## src/design/pds_pkg.sv

```systemverilog
// pds_pkg: shared types, character constants and helper functions for the
// percent decoder. No dependencies.
package pds_pkg;

  // Decode modes held in the decode_mode register
  localparam logic [1:0] MODE_SPACES    = 2'd0;
  localparam logic [1:0] MODE_URI       = 2'd1;
  localparam logic [1:0] MODE_COMPONENT = 2'd2;
  localparam logic [1:0] MODE_ALL       = 2'd3;
  localparam logic [1:0] DECODE_MODE_RESET = MODE_ALL;

  // Register byte addresses
  localparam logic [1:0] ADDR_DECODE_MODE = 2'd0;

  // Characters
  localparam logic [7:0] CH_PERCENT = 8'h25;
  localparam logic [7:0] CH_SPACE   = 8'h20;

  // Index of the final byte in a job
  localparam logic [1:0] LAST_ONE   = 2'd0;
  localparam logic [1:0] LAST_TWO   = 2'd1;
  localparam logic [1:0] LAST_THREE = 2'd2;

  // One classified input: up to three output bytes, sent bytes[0] first
  typedef struct packed {
    logic [2:0][7:0] bytes;
    logic [1:0]      last_idx;
    logic            text_end;
  } job_t;

  // Hex digit value; bit 4 set when the byte is not a hex digit
  function automatic logic [4:0] hex_nibble(input logic [7:0] c);
    logic [4:0] r;
    r = 5'h10;
    if (c >= 8'h30 && c <= 8'h39) r = {1'b0, c[3:0]};
    else if ((c >= 8'h41 && c <= 8'h46) || (c >= 8'h61 && c <= 8'h66))
      r = {1'b0, c[3:0] + 4'd9};
    return r;
  endfunction

  // Upper-case ASCII letters
  function automatic logic [7:0] upcase(input logic [7:0] c);
    logic [7:0] r;
    r = c;
    if (c >= 8'h61 && c <= 8'h7A) r = c - 8'h20;
    return r;
  endfunction

  // Unreserved marks kept by both uri modes
  function automatic logic kept_component(input logic [7:0] v);
    logic r;
    case (v) inside
      8'h2D, 8'h5F, 8'h2E, 8'h21, 8'h7E, 8'h2A, 8'h27, 8'h28, 8'h29: r = 1'b1;
      default: r = 1'b0;
    endcase
    return r;
  endfunction

  // Reserved characters kept only by the full uri mode
  function automatic logic kept_uri_extra(input logic [7:0] v);
    logic r;
    case (v) inside
      8'h23, 8'h24, 8'h26, 8'h2B, 8'h2C, 8'h2F, 8'h3A, 8'h3B, 8'h3D, 8'h3F,
      8'h40: r = 1'b1;
      default: r = 1'b0;
    endcase
    return r;
  endfunction

endpackage

```

## src/design/pds_ifs.sv

```systemverilog
// pds_ifs: valid/ready stream interfaces for the encoded input bytes and the
// decoded output bytes. No dependencies.
interface pds_in_if;
  logic       valid;
  logic       ready;
  logic [7:0] in_char;
  logic       in_end;
  modport source(output valid, output in_char, output in_end, input ready);
  modport sink(input valid, input in_char, input in_end, output ready);
endinterface

interface pds_out_if;
  logic       valid;
  logic       ready;
  logic [7:0] out_char;
  logic       out_run_last;
  logic       out_text_end;
  modport source(output valid, output out_char, output out_run_last,
                 output out_text_end, input ready);
  modport sink(input valid, input out_char, input out_run_last,
               input out_text_end, output ready);
endinterface

```

## src/design/percent_decode_stream.sv

```systemverilog
// percent_decode_stream: top level of the streaming percent decoder; holds
// the decode_mode register. Uses pds_pkg, pds_ifs, pds_front/queue/back.
//
//   channel      dir  handshake           payload
//   in_stream    in   valid/ready         in_char[7:0], in_end
//   out_stream   out  valid/ready         out_char[7:0], out_run_last,
//                                         out_text_end
//   apb          in   psel/penable/pready paddr[1:0], pwdata/prdata[31:0]
//
// An input byte is accepted each cycle while the job queue has room. A job
// yields one output byte per cycle while out_stream is ready, so a kept
// escape holds the output register for its three bytes; the queue
// (QUEUE_DEPTH jobs) absorbs that. A byte is queued, then registered out.
// rst clears the escape state, queue, output valid and sets decode_mode to 3.
module percent_decode_stream #(
  parameter int QUEUE_DEPTH = 4
) (
  input  logic        clk,
  input  logic        rst,
  pds_in_if.sink      in_stream,
  pds_out_if.source   out_stream,
  input  logic        psel,
  input  logic        penable,
  input  logic        pwrite,
  input  logic [1:0]  paddr,
  input  logic [31:0] pwdata,
  output logic [31:0] prdata,
  output logic        pready
);

  logic [1:0]    decode_mode;
  logic          q_full;
  logic          job_push;
  pds_pkg::job_t job;
  logic          head_valid;
  pds_pkg::job_t head;
  logic          pop;

  assign pready = 1'b1;
  assign prdata = (paddr == pds_pkg::ADDR_DECODE_MODE) ? {30'd0, decode_mode} : 32'd0;

  // Write the mode register
  always_ff @(posedge clk) begin
    if (rst) begin
      decode_mode <= pds_pkg::DECODE_MODE_RESET;
    end else if (psel && penable && pwrite && pready &&
                 paddr == pds_pkg::ADDR_DECODE_MODE) begin
      decode_mode <= pwdata[1:0];
    end
  end

  pds_front u_front (
    .clk         (clk),
    .rst         (rst),
    .in_stream   (in_stream),
    .decode_mode (decode_mode),
    .q_full      (q_full),
    .job_push    (job_push),
    .job         (job)
  );

  pds_queue #(
    .DEPTH (QUEUE_DEPTH)
  ) u_queue (
    .clk        (clk),
    .rst        (rst),
    .push       (job_push),
    .push_job   (job),
    .pop        (pop),
    .full       (q_full),
    .head_valid (head_valid),
    .head       (head)
  );

  pds_back u_back (
    .clk        (clk),
    .rst        (rst),
    .head_valid (head_valid),
    .head       (head),
    .pop        (pop),
    .out_stream (out_stream)
  );

endmodule

```

## src/design/pds_front.sv

```systemverilog
// pds_front: accepts encoded bytes, tracks the escape state and emits a
// job of 1-3 output bytes per byte or escape. Uses pds_pkg, pds_in_if.
module pds_front (
  input  logic             clk,
  input  logic             rst,
  pds_in_if.sink           in_stream,
  input  logic [1:0]       decode_mode,
  input  logic             q_full,
  output logic             job_push,
  output pds_pkg::job_t    job
);

  localparam logic [1:0] PH_IDLE  = 2'd0;
  localparam logic [1:0] PH_PCT   = 2'd1;
  localparam logic [1:0] PH_DIGIT = 2'd2;

  logic [1:0] phase;
  logic [1:0] phase_next;
  logic [7:0] held;
  logic [7:0] held_next;
  logic       accept;
  logic       job_valid;
  logic [4:0] hi;
  logic [4:0] lo;
  logic [7:0] value;
  logic       decode;
  logic [7:0] c;
  logic       last;

  assign in_stream.ready = !q_full;
  assign accept   = in_stream.valid && in_stream.ready;
  assign c        = in_stream.in_char;
  assign last     = in_stream.in_end;
  assign job_push = accept && job_valid;

  // Decode the escape digits and apply the mode's keep rules
  assign hi    = pds_pkg::hex_nibble(held);
  assign lo    = pds_pkg::hex_nibble(c);
  assign value = {hi[3:0], lo[3:0]};

  always_comb begin
    if (hi[4] || lo[4]) begin
      decode = 1'b0;
    end else begin
      unique case (decode_mode)
        pds_pkg::MODE_SPACES:    decode = (value == pds_pkg::CH_SPACE);
        pds_pkg::MODE_URI:       decode = !pds_pkg::kept_component(value) &&
                                          !pds_pkg::kept_uri_extra(value);
        pds_pkg::MODE_COMPONENT: decode = !pds_pkg::kept_component(value);
        default:                 decode = 1'b1;
      endcase
    end
  end

  // Classify the current byte
  always_comb begin
    phase_next    = phase;
    held_next     = held;
    job_valid     = 1'b0;
    job.bytes     = {8'h00, 8'h00, c};
    job.last_idx  = pds_pkg::LAST_ONE;
    job.text_end  = last;
    unique case (phase)
      PH_PCT: begin
        if (last) begin
          job_valid   = 1'b1;
          job.bytes   = {8'h00, c, pds_pkg::CH_PERCENT};
          job.last_idx = pds_pkg::LAST_TWO;
        end else begin
          phase_next = PH_DIGIT;
          held_next  = c;
        end
      end
      PH_DIGIT: begin
        job_valid  = 1'b1;
        phase_next = PH_IDLE;
        held_next  = 8'h00;
        if (decode) begin
          job.bytes = {8'h00, 8'h00, value};
        end else begin
          job.bytes    = {pds_pkg::upcase(c), pds_pkg::upcase(held),
                          pds_pkg::CH_PERCENT};
          job.last_idx = pds_pkg::LAST_THREE;
        end
      end
      default: begin
        if (c == pds_pkg::CH_PERCENT && !last) begin
          phase_next = PH_PCT;
        end else begin
          phase_next = PH_IDLE;
          job_valid  = 1'b1;
        end
      end
    endcase
    if (last) begin
      phase_next = PH_IDLE;
      held_next  = 8'h00;
    end
  end

  // Advance the escape state on each accepted byte
  always_ff @(posedge clk) begin
    if (rst) begin
      phase <= PH_IDLE;
      held  <= 8'h00;
    end else if (accept) begin
      phase <= phase_next;
      held  <= held_next;
    end
  end

endmodule

```

## src/design/pds_queue.sv

```systemverilog
// pds_queue: small register FIFO of jobs between the front and back parts.
// Uses pds_pkg.
module pds_queue #(
  parameter int DEPTH = 4
) (
  input  logic          clk,
  input  logic          rst,
  input  logic          push,
  input  pds_pkg::job_t push_job,
  input  logic          pop,
  output logic          full,
  output logic          head_valid,
  output pds_pkg::job_t head
);

  localparam int AW = (DEPTH > 1) ? $clog2(DEPTH) : 1;
  localparam int CW = $clog2(DEPTH + 1);
  localparam logic [AW-1:0] LAST_SLOT = AW'(DEPTH - 1);
  localparam logic [CW-1:0] FULL_CNT  = CW'(DEPTH);

  pds_pkg::job_t slots [DEPTH];
  logic [AW-1:0] wptr;
  logic [AW-1:0] rptr;
  logic [CW-1:0] count;

  assign full       = (count == FULL_CNT);
  assign head_valid = (count != '0);
  assign head       = slots[rptr];

  // Store pushed jobs
  always_ff @(posedge clk) begin
    if (push) slots[wptr] <= push_job;
  end

  // Advance pointers and occupancy
  always_ff @(posedge clk) begin
    if (rst) begin
      wptr  <= '0;
      rptr  <= '0;
      count <= '0;
    end else begin
      if (push) wptr <= (wptr == LAST_SLOT) ? '0 : wptr + 1'b1;
      if (pop)  rptr <= (rptr == LAST_SLOT) ? '0 : rptr + 1'b1;
      if (push && !pop)      count <= count + 1'b1;
      else if (pop && !push) count <= count - 1'b1;
    end
  end

endmodule

```

## src/design/pds_back.sv

```systemverilog
// pds_back: walks the bytes of each queued job into a registered output
// stage. Uses pds_pkg, pds_out_if.
module pds_back (
  input  logic          clk,
  input  logic          rst,
  input  logic          head_valid,
  input  pds_pkg::job_t head,
  output logic          pop,
  pds_out_if.source     out_stream
);

  logic [1:0] idx;
  logic       load;
  logic       is_last;
  logic       out_valid;
  logic [7:0] out_char;
  logic       out_run_last;
  logic       out_text_end;

  assign load    = !out_valid || out_stream.ready;
  assign is_last = (idx == head.last_idx);
  assign pop     = load && head_valid && is_last;

  assign out_stream.valid        = out_valid;
  assign out_stream.out_char     = out_char;
  assign out_stream.out_run_last = out_run_last;
  assign out_stream.out_text_end = out_text_end;

  // Hold the output register until taken; step through the job's bytes
  always_ff @(posedge clk) begin
    if (rst) begin
      out_valid <= 1'b0;
      idx       <= 2'd0;
    end else if (load) begin
      out_valid <= head_valid;
      if (head_valid) idx <= is_last ? 2'd0 : idx + 2'd1;
    end
  end

  // Output payload
  always_ff @(posedge clk) begin
    if (load && head_valid) begin
      out_char     <= head.bytes[idx];
      out_run_last <= is_last;
      out_text_end <= is_last && head.text_end;
    end
  end

endmodule
```

## src/flat_wrapper.sv

```systemverilog
// flat-port wrapper written by rule: the top's interface ports become plain ports
module percent_decode_stream_flat 
#(
  parameter int QUEUE_DEPTH = 4
)
  (clk, rst, psel, penable, pwrite, paddr, pwdata, prdata, pready, in_stream_valid, in_stream_in_char, in_stream_in_end, in_stream_ready, out_stream_valid, out_stream_out_char, out_stream_out_run_last, out_stream_out_text_end, out_stream_ready);
  pds_in_if in_stream_i ();
  pds_out_if out_stream_i ();
  input  logic clk;
  input  logic rst;
  input  logic psel;
  input  logic penable;
  input  logic pwrite;
  input  logic [1:0] paddr;
  input  logic [31:0] pwdata;
  output logic [31:0] prdata;
  output logic pready;
  input wire logic [$bits(in_stream_i.valid)-1:0] in_stream_valid;
  input wire logic [$bits(in_stream_i.in_char)-1:0] in_stream_in_char;
  input wire logic [$bits(in_stream_i.in_end)-1:0] in_stream_in_end;
  output wire logic [$bits(in_stream_i.ready)-1:0] in_stream_ready;
  output wire logic [$bits(out_stream_i.valid)-1:0] out_stream_valid;
  output wire logic [$bits(out_stream_i.out_char)-1:0] out_stream_out_char;
  output wire logic [$bits(out_stream_i.out_run_last)-1:0] out_stream_out_run_last;
  output wire logic [$bits(out_stream_i.out_text_end)-1:0] out_stream_out_text_end;
  input wire logic [$bits(out_stream_i.ready)-1:0] out_stream_ready;
  assign in_stream_i.valid = in_stream_valid;
  assign in_stream_i.in_char = in_stream_in_char;
  assign in_stream_i.in_end = in_stream_in_end;
  assign in_stream_ready = in_stream_i.ready;
  assign out_stream_valid = out_stream_i.valid;
  assign out_stream_out_char = out_stream_i.out_char;
  assign out_stream_out_run_last = out_stream_i.out_run_last;
  assign out_stream_out_text_end = out_stream_i.out_text_end;
  assign out_stream_i.ready = out_stream_ready;
  percent_decode_stream #(.QUEUE_DEPTH(QUEUE_DEPTH)) u_core (.clk(clk), .rst(rst), .in_stream(in_stream_i), .out_stream(out_stream_i), .psel(psel), .penable(penable), .pwrite(pwrite), .paddr(paddr), .pwdata(pwdata), .prdata(prdata), .pready(pready));
endmodule
```

## config.mk

```make
export PLATFORM = sky130hd
export DESIGN_NAME = percent_decode_stream_flat
export DESIGN_NICKNAME = d
export VERILOG_FILES = /design/src/design/pds_pkg.sv /design/src/design/pds_ifs.sv /design/src/design/percent_decode_stream.sv /design/src/design/pds_front.sv /design/src/design/pds_queue.sv /design/src/design/pds_back.sv /design/src/flat_wrapper.sv
export SDC_FILE = /design/constraint.sdc
export NUM_CORES = 1
export LEC_CHECK = 0
export BUFFER_PORTS_ARGS = -buffer_cell sky130_fd_sc_hd__buf_2
export CAP_MARGIN = 25
export CORE_AREA = 5 5 120 122
export CTS_CLUSTER_SIZE = 8
export DETAILED_ROUTE_END_ITERATION = 12
export DIE_AREA = 0 0 125 127
export PLACE_DENSITY = 0.77
export RECOVER_POWER = 100
export SLEW_MARGIN = 20
export SYNTH_ARGS = -nofsm -noshare
export SYNTH_HDL_FRONTEND = slang
export SYNTH_HIERARCHICAL = 1
export SYNTH_SLANG_ARGS = --single-unit
export TNS_END_PERCENT = 20
```

## constraint.sdc

```tcl
create_clock -name clk -period 8.98 [get_ports clk]
set_input_delay 1.796 -clock clk [delete_from_list [all_inputs] [get_ports clk]]
set_output_delay 1.796 -clock clk [all_outputs]
set_load 0.1 [all_outputs]
```

==> flow_summary.toml, run 1 <==
[synth]
synth_area_leaders = "edfxtp_1, dfxtp_1, mux4_2"
synth-edff-count = 118
yosys-top-cells-count = "edfxtp_1, buf_4, nand2_1, nor2_1"
ys_seq_elements = 142
synthCells = 542
synth_cell_type_count = 76
ys_seq_area_share_pct = 55.6
synth_top_area_share_pct = 48.9
synth.most_common_cell = "edfxtp_1"
syn_area_sq_mm = 0.00724
yosysWarnings = 6
avgSynthCellArea_sq_um = 13.4
yosys.area.top_type = "edfxtp_1"
synthFlopType = "edfxtp_1"
async_flop_share_pct = 0

[clock_network]
cts_buffers = 17
cts_resized = 0
ctsHoldBuffers = 0
cts_setup_buffers = 0
clk_pin_slew_ns = 0.06
htreeDepth = 4
clk_latency_ns = 0.41
cts_buffer_depth = 2
cts_tree = "done"
clock-root-buffer = "clkbuf_16"
clock-sinks = 142

[detailed_routing]
dr_wl_met2_microns = 7640
wl_microns = 15200
vias = 4533
ant_nets = 0
drt_iter0_drc = 530
routed.top_layer = "met4"
wl_met3_microns = 1020
avgRoutedWirePerCell_microns = 20.0
drt_pass1_iterations = 6
vias_per_cell = 5.96
met1_length_microns = 6200
drc = 0

[power]
vdd_drop_max_v = 0.000144
power_density_mw_per_mm2 = 288
p_leak_uw = 0.00267

[critical_path]
critPathTopFamily = "compound AO/OA/AOI/OAI gates"
reg2reg_slack_ns = 4.12
critical_path.startpoint = "in_stream_in_char[1]"
arrival_ns = 5.96
path_class = "in2reg"
start_kind = "primary input"
cp_num_buf_inv = 2
r2r_start = "u_core/u_front/held[0]"
crit_required_ns = 8.99
crit_slowest_cell = "nor3_1"
worstPathCellList = "clkbuf_1 > inv_1 > ha_1 > o21bai_1 > o21ai_0 > a21oi_1 > nor4_1 > a32oi_1 > a21oi_1 > nor3_1 > o21ai_0"
cpPeakStageDelay_ns = 1.24
worstPathMaxFanout = 15
worstSetupEndpointType = "flip-flop"

[floorplanning]
die_area_sq_mm = 0.0159
fp.dieW_microns = 125
start_util_pct = 55.3
dieHeight_microns = 127
rows = 42
io_pins = 95
core_sq_mm = 0.0131

[placed_design]
place_hpwl_microns = 9910
place_worst_setup_slack_ns = 3.61
dpl_cell_area_sq_mm = 0.00734
port_buffers = 33
place.gp.congestion = 0.864
dpl.cell_count = 727

[run]
maxCapViolCount = 6

[timing]
fmax_mhz = 168
period_share_pct = 66.3
max-slew-margin-rel_pct = -44.8
clock_skew_ns = 0.0131
setup_viol_count_final = 0
rsz0062_at_grt = "no"
layout_min_cycle_time_ns = 5.95
fin_ws_ns = 3.03
final_max_slew_viol_count = 156
hold_viol = 0
tns_ns = 0
worst_slew_pin_slew_ns = 2.17

[worst_hold_path]
hp-start = "u_core/u_front/phase[1]"
hp-class = "reg2reg"

[run_status]
status = "finished, violations left"
violations = "capacitance limit, slew limit"

[finish]
design_area_sq_mm = 0.00785
drive_gt1_share_pct = 13.5
final_nets = 643
layout.cells.non_filler = 760
fillers = 997
multi_input_area_sq_mm = 0.00278
antenna_cells = 0
regArea_sq_mm = 0.00402
final_util_pct = 60.0
area_delta_synth_final_pct = 8.45

[global_route]
grt_max_degree = 28
antenna_found_initial = 0
grt-ovfl-total = 0
track_usage_pct = 19.6
grt_pass1_vias = 4558
grt_pass1_wl_microns = 24100
## kinds of logic after synthesis
| group | synth area share (%) |
|---|---|
| fa+ha+maj | 3.91 |
| mux | 11.0 |
| simple gates | 10.2 |
| buf+inv | 7.15 |
| compound gates | 11.2 |
| flops | 55.6 |
| xor+xnor | 0.847 |
| other cells | 0.104 |
## where the power goes
part | leakage (uW) | internal, uW | switching (uW) | total [uW]
logic | 0.00110 | 196 | 507 | 703
registers | 0.00130 | 837 | 50.4 | 887
clock network | 0.000268 | 421 | 254 | 674
total | 0.00267 | 1450 | 811 | 2260
## placed cells by master (no fill, tap or decap), types with 10 or more instances in the layout
cell,n
edfxtp_1,118
conb_1,31
nor2_1,30
nand2_1,29
clkbuf_1,25
a21oi_1,25
o21ai_0,24
dfxtp_1,24
ha_1,21
inv_1,20
mux4_2,20
clkbuf_16,17
buf_2,16
mux2i_1,14
nor3_1,13
and2_0,10
a22o_1,10
## per-layer routing
layer	GRT usage (%)	vias up
met1	24.9	2185
li1	-	2069
met3	4.76	25
met5	0	-
met4	7.21	0
met2	33.2	254
## worst paths after layout
| check | depth (start not counted) | endpoint |
|---|---|---|
| worst max-delay path | 11 | u_core/u_queue/slots[0][5] |
| worst min-delay path | 2 | u_core/u_front/phase[1] |
| worst max register to register | 10 | u_core/u_queue/slots[0][5] |
| worst min register to register | 2 | u_core/u_front/phase[1] |
## registers in the layout, summed over array words and instances, names as in the netlist, named ones only
signal	count
u_core/u_back/out_stream.valid	1
u_core/u_back/idx	2
u_core/u_front/phase	2
u_core/u_queue/wptr	2
u_core/u_back/out_stream.out_char	8
u_core/u_front/held	8
u_core/u_queue/rptr	2
u_core/u_queue/count	3
u_core/u_queue/slots	108
u_core/u_back/out_stream.out_text_end	1
u_core/u_back/out_stream.out_run_last	1
u_core/decode_mode	2
## metrics by stage
step,total power [uW],hold slack (ns)
after floorplan,1510,0.449
after global placement,1590,0.461
after detailed placement,1610,0.495
after CTS,2290,0.503
after global routing,2370,0.528
final,2260,0.498
## final cells by class
class | count | area share (%)
repair buffers | 40 | 2.22
multi-input cells | 349 | 35.4
well taps | 176 | 2.80
flip-flops and latches | 142 | 51.3
inverters | 21 | 1.00
clock inverters | 11 | 1.47
clock buffers | 21 | 5.86
## worst min-delay path, stage by stage (launching register included)
cell and delay (ns):
dfxtp_1 0.33, nand2_1 0.07, a21oi_1 0.05
No activity file was read; power rests on OpenSTA's default activity.
==> inputs of run 2 (changes only) <==
--- a/config.mk
+++ b/config.mk
@@ -7,11 +7,11 @@
 export LEC_CHECK = 0
 export BUFFER_PORTS_ARGS = -buffer_cell sky130_fd_sc_hd__buf_2
 export CAP_MARGIN = 25
-export CORE_AREA = 5 5 120 122
+export CORE_AREA = 5 5 124 126
 export CTS_CLUSTER_SIZE = 8
 export DETAILED_ROUTE_END_ITERATION = 12
-export DIE_AREA = 0 0 125 127
-export PLACE_DENSITY = 0.77
+export DIE_AREA = 0 0 129 131
+export PLACE_DENSITY = 0.75
 export RECOVER_POWER = 100
 export SLEW_MARGIN = 20
 export SYNTH_ARGS = -nofsm -noshare
==> constraint.sdc (replaced) <==
create_clock -name clk -period 5.4 [get_ports clk]
set_input_delay 1.08 -clock clk [delete_from_list [all_inputs] [get_ports clk]]
set_output_delay 1.08 -clock clk [all_outputs]
set_load 0.1 [all_outputs]
==> run 2 against run 1 <==
The flow still finishes with violations (capacitance limit, slew limit). Via count shrank 0.73%. Power grew 65%. Worst hold slack gained 0.0023 ns. Worst setup slack lost 2.0 ns. Sequential cell count is the same. Largest cell class unchanged. Largest power group unchanged. Critical path depth is the same. Clock-buffer cell count grew 5. Cell area grew 0.40%.
==> flow_summary.toml, run 2 (same netlist as run 1, synthesis figures left out) <==
[run_status]
status = "finished, violations left"
violations = "capacitance limit, slew limit"

[critical_path]
start_kind = "primary input"
reg2reg_slack_ns = 1.41
critPathTopFamily = "compound AO/OA/AOI/OAI gates"
crit_slowest_cell = "o41ai_1"
cp_num_buf_inv = 2
worstPathMaxFanout = 15
path_class = "in2reg"
arrival_ns = 4.43
worstPathCellList = "clkbuf_1 > inv_1 > ha_1 > o21bai_1 > o21ai_0 > a21oi_1 > a31o_2 > a32oi_1 > a21oi_1 > nor3_4 > o41ai_1"
crit_required_ns = 5.50
crit_top_cell = "a21oi_1"
worstSetupEndpointType = "flip-flop"
cpPeakStageDelay_ns = 0.76

[clock_network]
clk_pin_slew_ns = 0.05
cts_resized = 0
htreeDepth = 4
cts_tree = "done"
cts_setup_buffers = 0
clock-sinks = 142
clk_latency_ns = 0.41
ctsHoldBuffers = 0
clock-root-buffer = "clkbuf_16"
cts_buffers = 17
cts_buffer_depth = 2

[finish]
antenna_cells = 0
drive_gt1_share_pct = 14.2
final_cell_mix = "edfxtp_1, conb_1, nor2_1"
final_common_cell = "edfxtp_1"
area_delta_synth_final_pct = 8.88
fillers = 1163
design_area_sq_mm = 0.00788
largest_reg_flops = 108
final_nets = 643
final_util_pct = 55.5
top_regs = "u_core/u_queue/slots (108), u_core/u_back/out_stream.out_char (8), u_core/u_front/held (8)"
largest-register = "u_core/u_queue/slots"

[power]
p_total_uw = 3750
vdd_drop_max_v = 0.000242
p_leak_uw = 0.00270
power_density_mw_per_mm2 = 475

[floorplanning]
start_util_pct = 51.0
core_sq_mm = 0.0142
dieHeight_microns = 131
fp.dieW_microns = 129
die_area_sq_mm = 0.0169
io_pins = 95
rows = 44

[timing]
hold_viol = 0
period_share_pct = 80.3
worst_slew_pin_slew_ns = 1.74
setup_viol_count_final = 0
clock_skew_ns = 0.0108
tns_ns = 0
rsz0062_at_grt = "no"
worst_hold_slack_ns = 0.500
fmax_mhz = 230
max-slew-margin-rel_pct = -15.8
final_max_slew_viol_count = 112
layout_min_cycle_time_ns = 4.34

[worst_hold_path]
hp-class = "reg2reg"

[detailed_routing]
wl_microns = 14600
vias = 4500
drt_pass1_iterations = 5
avgRoutedWirePerCell_microns = 19.0
ant_nets = 0
vias_per_cell = 5.86
drt_iter0_drc = 368
drc = 0

[placed_design]
dpl_cell_area_sq_mm = 0.00735
place.gp.congestion = 0.857
place_hpwl_microns = 9650
port_buffers = 33

[global_route]
grt-ovfl-total = 0
grt_max_degree = 28
grt_pass1_wl_microns = 23200
track_usage_pct = 18.1
grt_pass1_vias = 4440
antenna_found_initial = 0

[run]
maxCapViolCount = 4
-- run 2: tightest hold or removal path, delay by kind of cell (launching register included) --
kind	cells	cell delay, ns
DFF	1	0.32
AOI/OAI and AO/OA	2	0.13
-- run 2: layer usage --
metal  vias to the layer above  GRT usage [%]  share of wire [%]
met5                         -              0                  0
met4                         0           6.42                1.7
met3                        28           4.07                6.9
met2                       219           31.0                 50
met1                      2180           22.8                 41
li1                       2073              -                  -
-- run 2: path summary, 6_finish.rpt --
path,startpoint,endpoint,depth (start not counted)
max,in_stream_in_char[1],u_core/u_queue/slots[2][16],11
min,u_core/u_queue/count[2],u_core/u_queue/count[2],2
max reg2reg,u_core/u_front/held[0],u_core/u_queue/slots[2][5],10
min reg2reg,u_core/u_queue/count[2],u_core/u_queue/count[2],2
-- run 2: area by class of cell --
class	count	area [sq um]	share of cell area (%)
Clock buffer	26	520	6.60
Clock inverter	6	56.3	0.714
Inverter	21	78.8	1.00
Multi-Input combinational cell	349	2800	35.5
Sequential cell	142	4020	51.0
Tap cell	184	230	2.92
Timing Repair Buffer	40	178	2.25
-- run 2: per-stage QoR --
stage,cells,worst slack [ns]
4_1_cts,767,1.21
3_5_place_dp,735,0.778
3_3_place_gp,735,0.886
5_1_grt,768,0.785
2_1_floorplan,571,1.44
6_report,768,1.06
-- run 2: power breakdown --
| group | internal, uW | switching (uW) |
|---|---|---|
| sequential | 1390 | 91.9 |
| clock | 707 | 401 |
| combinational | 326 | 828 |
| total | 2420 | 1320 |
==> inputs of run 3 (changes only) <==
--- a/config.mk
+++ b/config.mk
@@ -7,11 +7,11 @@
 export LEC_CHECK = 0
 export BUFFER_PORTS_ARGS = -buffer_cell sky130_fd_sc_hd__buf_2
 export CAP_MARGIN = 25
-export CORE_AREA = 5 5 124 126
+export CORE_AREA = 5 5 120 122
 export CTS_CLUSTER_SIZE = 8
 export DETAILED_ROUTE_END_ITERATION = 12
-export DIE_AREA = 0 0 129 131
-export PLACE_DENSITY = 0.75
+export DIE_AREA = 0 0 125 127
+export PLACE_DENSITY = 0.77
 export RECOVER_POWER = 100
 export SLEW_MARGIN = 20
 export SYNTH_ARGS = -nofsm -noshare
==> constraint.sdc (replaced) <==
create_clock -name clk -period 4.2 [get_ports clk]
set_input_delay 0.84 -clock clk [delete_from_list [all_inputs] [get_ports clk]]
set_output_delay 0.84 -clock clk [all_outputs]
set_load 0.1 [all_outputs]
==> run 3 against run 2 <==
The flow still finishes with violations (capacitance limit, slew limit). Sequential power grew 27%. Routed wire length grew 2.9%. Sequential share of layout area shrank 0.61 points.
==> flow_summary.toml, run 3 (same netlist as run 1, synthesis figures left out) <==
[run_status]
status = "finished, violations left"
violations = "capacitance limit, slew limit"

[clock_network]
cts_setup_buffers = 0
cts_tree = "done"
clk_latency_ns = 0.41
htreeDepth = 4
cts_buffers = 17
ctsHoldBuffers = 0
clock-root-buffer = "clkbuf_16"
clock-sinks = 142
cts_buffer_depth = 2
cts_resized = 0
clk_pin_slew_ns = 0.06

[placed_design]
port_buffers = 33
place_hpwl_microns = 10000
dpl_cell_area_sq_mm = 0.00743
place.gp.congestion = 0.849

[critical_path]
cpPeakStageDelay_ns = 0.45
path_class = "reg2reg"
r2r_start = "u_core/u_front/held[1]"
r2r_cells = 12
reg2reg_slack_ns = 0.54
worstPathCellList = "inv_1 > ha_1 > nor3b_1 > nor4_1 > a21oi_1 > nor4b_1 > a311oi_1 > or3_2 > nor3_1 > clkbuf_1 > o41ai_1 > clkbuf_1"
start_kind = "flip-flop"
r2r_end = "u_core/u_queue/slots[3][16]"
crit_top_cell = "clkbuf_1"
arrival_ns = 3.80
worstSetupEndpointType = "flip-flop"
worstPathMaxFanout = 6
crit_slowest_cell = "nor4b_1"
crit_required_ns = 4.34

[worst_hold_path]
hp-class = "reg2reg"
hold_end = "u_core/u_front/phase[1]"
hp-start = "u_core/u_front/phase[1]"
min_path_cells = 2

[detailed_routing]
vias = 4563
ant_nets = 0
wl_microns = 15000
vias_per_cell = 5.90
drc = 0
drt_pass1_iterations = 6
avgRoutedWirePerCell_microns = 19.4
drt_iter0_drc = 515

[power]
power_density_mw_per_mm2 = 620
vdd_drop_max_v = 0.000319
p_total_uw = 4940
p_leak_uw = 0.00277

[timing]
tns_ns = 0
final_max_slew_viol_count = 135
layout_min_cycle_time_ns = 3.66
worst_slew_pin_slew_ns = 1.81
max-slew-margin-rel_pct = -20.6
clock_skew_ns = 0.0110
hold_viol = 0
fmax_mhz = 273
setup_viol_count_final = 0
period_share_pct = 87.1
rsz0062_at_grt = "no"

[floorplanning]
start_util_pct = 55.3
dieHeight_microns = 127
fp.dieW_microns = 125
rows = 42
die_area_sq_mm = 0.0159
io_pins = 95
core_sq_mm = 0.0131

[global_route]
track_usage_pct = 19.1
grt_max_degree = 28
grt-ovfl-total = 0
grt_pass1_vias = 4398
antenna_found_initial = 0
grt_pass1_wl_microns = 23700

[finish]
design_area_sq_mm = 0.00798
area_delta_synth_final_pct = 10.2
final_nets = 656
fillers = 1028
drive_gt1_share_pct = 15.1
final_cell_mix = "edfxtp_1, conb_1, clkbuf_1, nor2_1, nand2_1"
top_regs = "u_core/u_queue/slots (108), u_core/u_back/out_stream.out_char (8), u_core/u_front/held (8)"
largest_reg_flops = 108
largest-register = "u_core/u_queue/slots"
final_common_cell = "edfxtp_1"
antenna_cells = 0

[run]
maxCapViolCount = 5
run 3: cell count changes in the layout (fill, tap and decap cells not counted), sizes merged:
cell,delta
inv,+2
clkinv,-2
clkbuf,+6
buf,+7
run 3: cell type report:
class,count,area [sq um],area share [%]
clock inverter,6,61.3,0.769
multi-input combinational,349,2780,34.8
sequential,142,4020,50.4
timing repair buffer,53,254,3.18
tap,176,220,2.76
clock buffer,26,564,7.07
inverter,21,78.8,0.988
run 3: routing by layer:
metal,up-vias,share of wire [%],track usage (%)
li1,2093,-,-
met1,2215,42,25.4
met2,220,49,31.5
met3,35,7.2,4.80
met4,0,2.2,5.87
met5,-,0,0
run 3: report_power, final:
group          switching [uW]  internal, uW
Combinational            1100           427
Clock                     542           990
Sequential               92.4          1790
Total                    1740          3210
run 3: worst max-delay path, delay by kind of cell, from the launching register on:
kind | cells | cell delay, ns
simple gates | 5 | 1.76
buf+inv | 3 | 0.53
compound gates | 3 | 0.52
flops | 1 | 0.33
fa+ha+maj | 1 | 0.23
run 3: worst max path at each step:
| stage | end | start |
|---|---|---|
| after floorplan | u_core/u_queue/slots[0][17] | in_stream_in_char[0] |
| after global placement | u_core/u_queue/slots[0][11] | in_stream_in_char[7] |
| after detailed placement | u_core/u_queue/slots[3][11] | in_stream_in_char[7] |
| after CTS | u_core/u_queue/slots[0][18] | in_stream_in_char[0] |
| after global routing | u_core/u_queue/slots[3][16] | u_core/u_front/held[1] |
| final | u_core/u_queue/slots[3][16] | u_core/u_front/held[1] |
run 3: through the flow:
stage          utilization [%]  setup WS, ns  hold WS, ns  cells
2_1_floorplan                -         0.481        0.449    571
3_3_place_gp              56.8         0.303        0.463    739
3_5_place_dp              56.8         0.279        0.491    739
4_1_cts                   61.6         0.686        0.498    771
5_1_grt                   61.0         0.232        0.520    773
6_report                  61.0         0.543        0.502    773
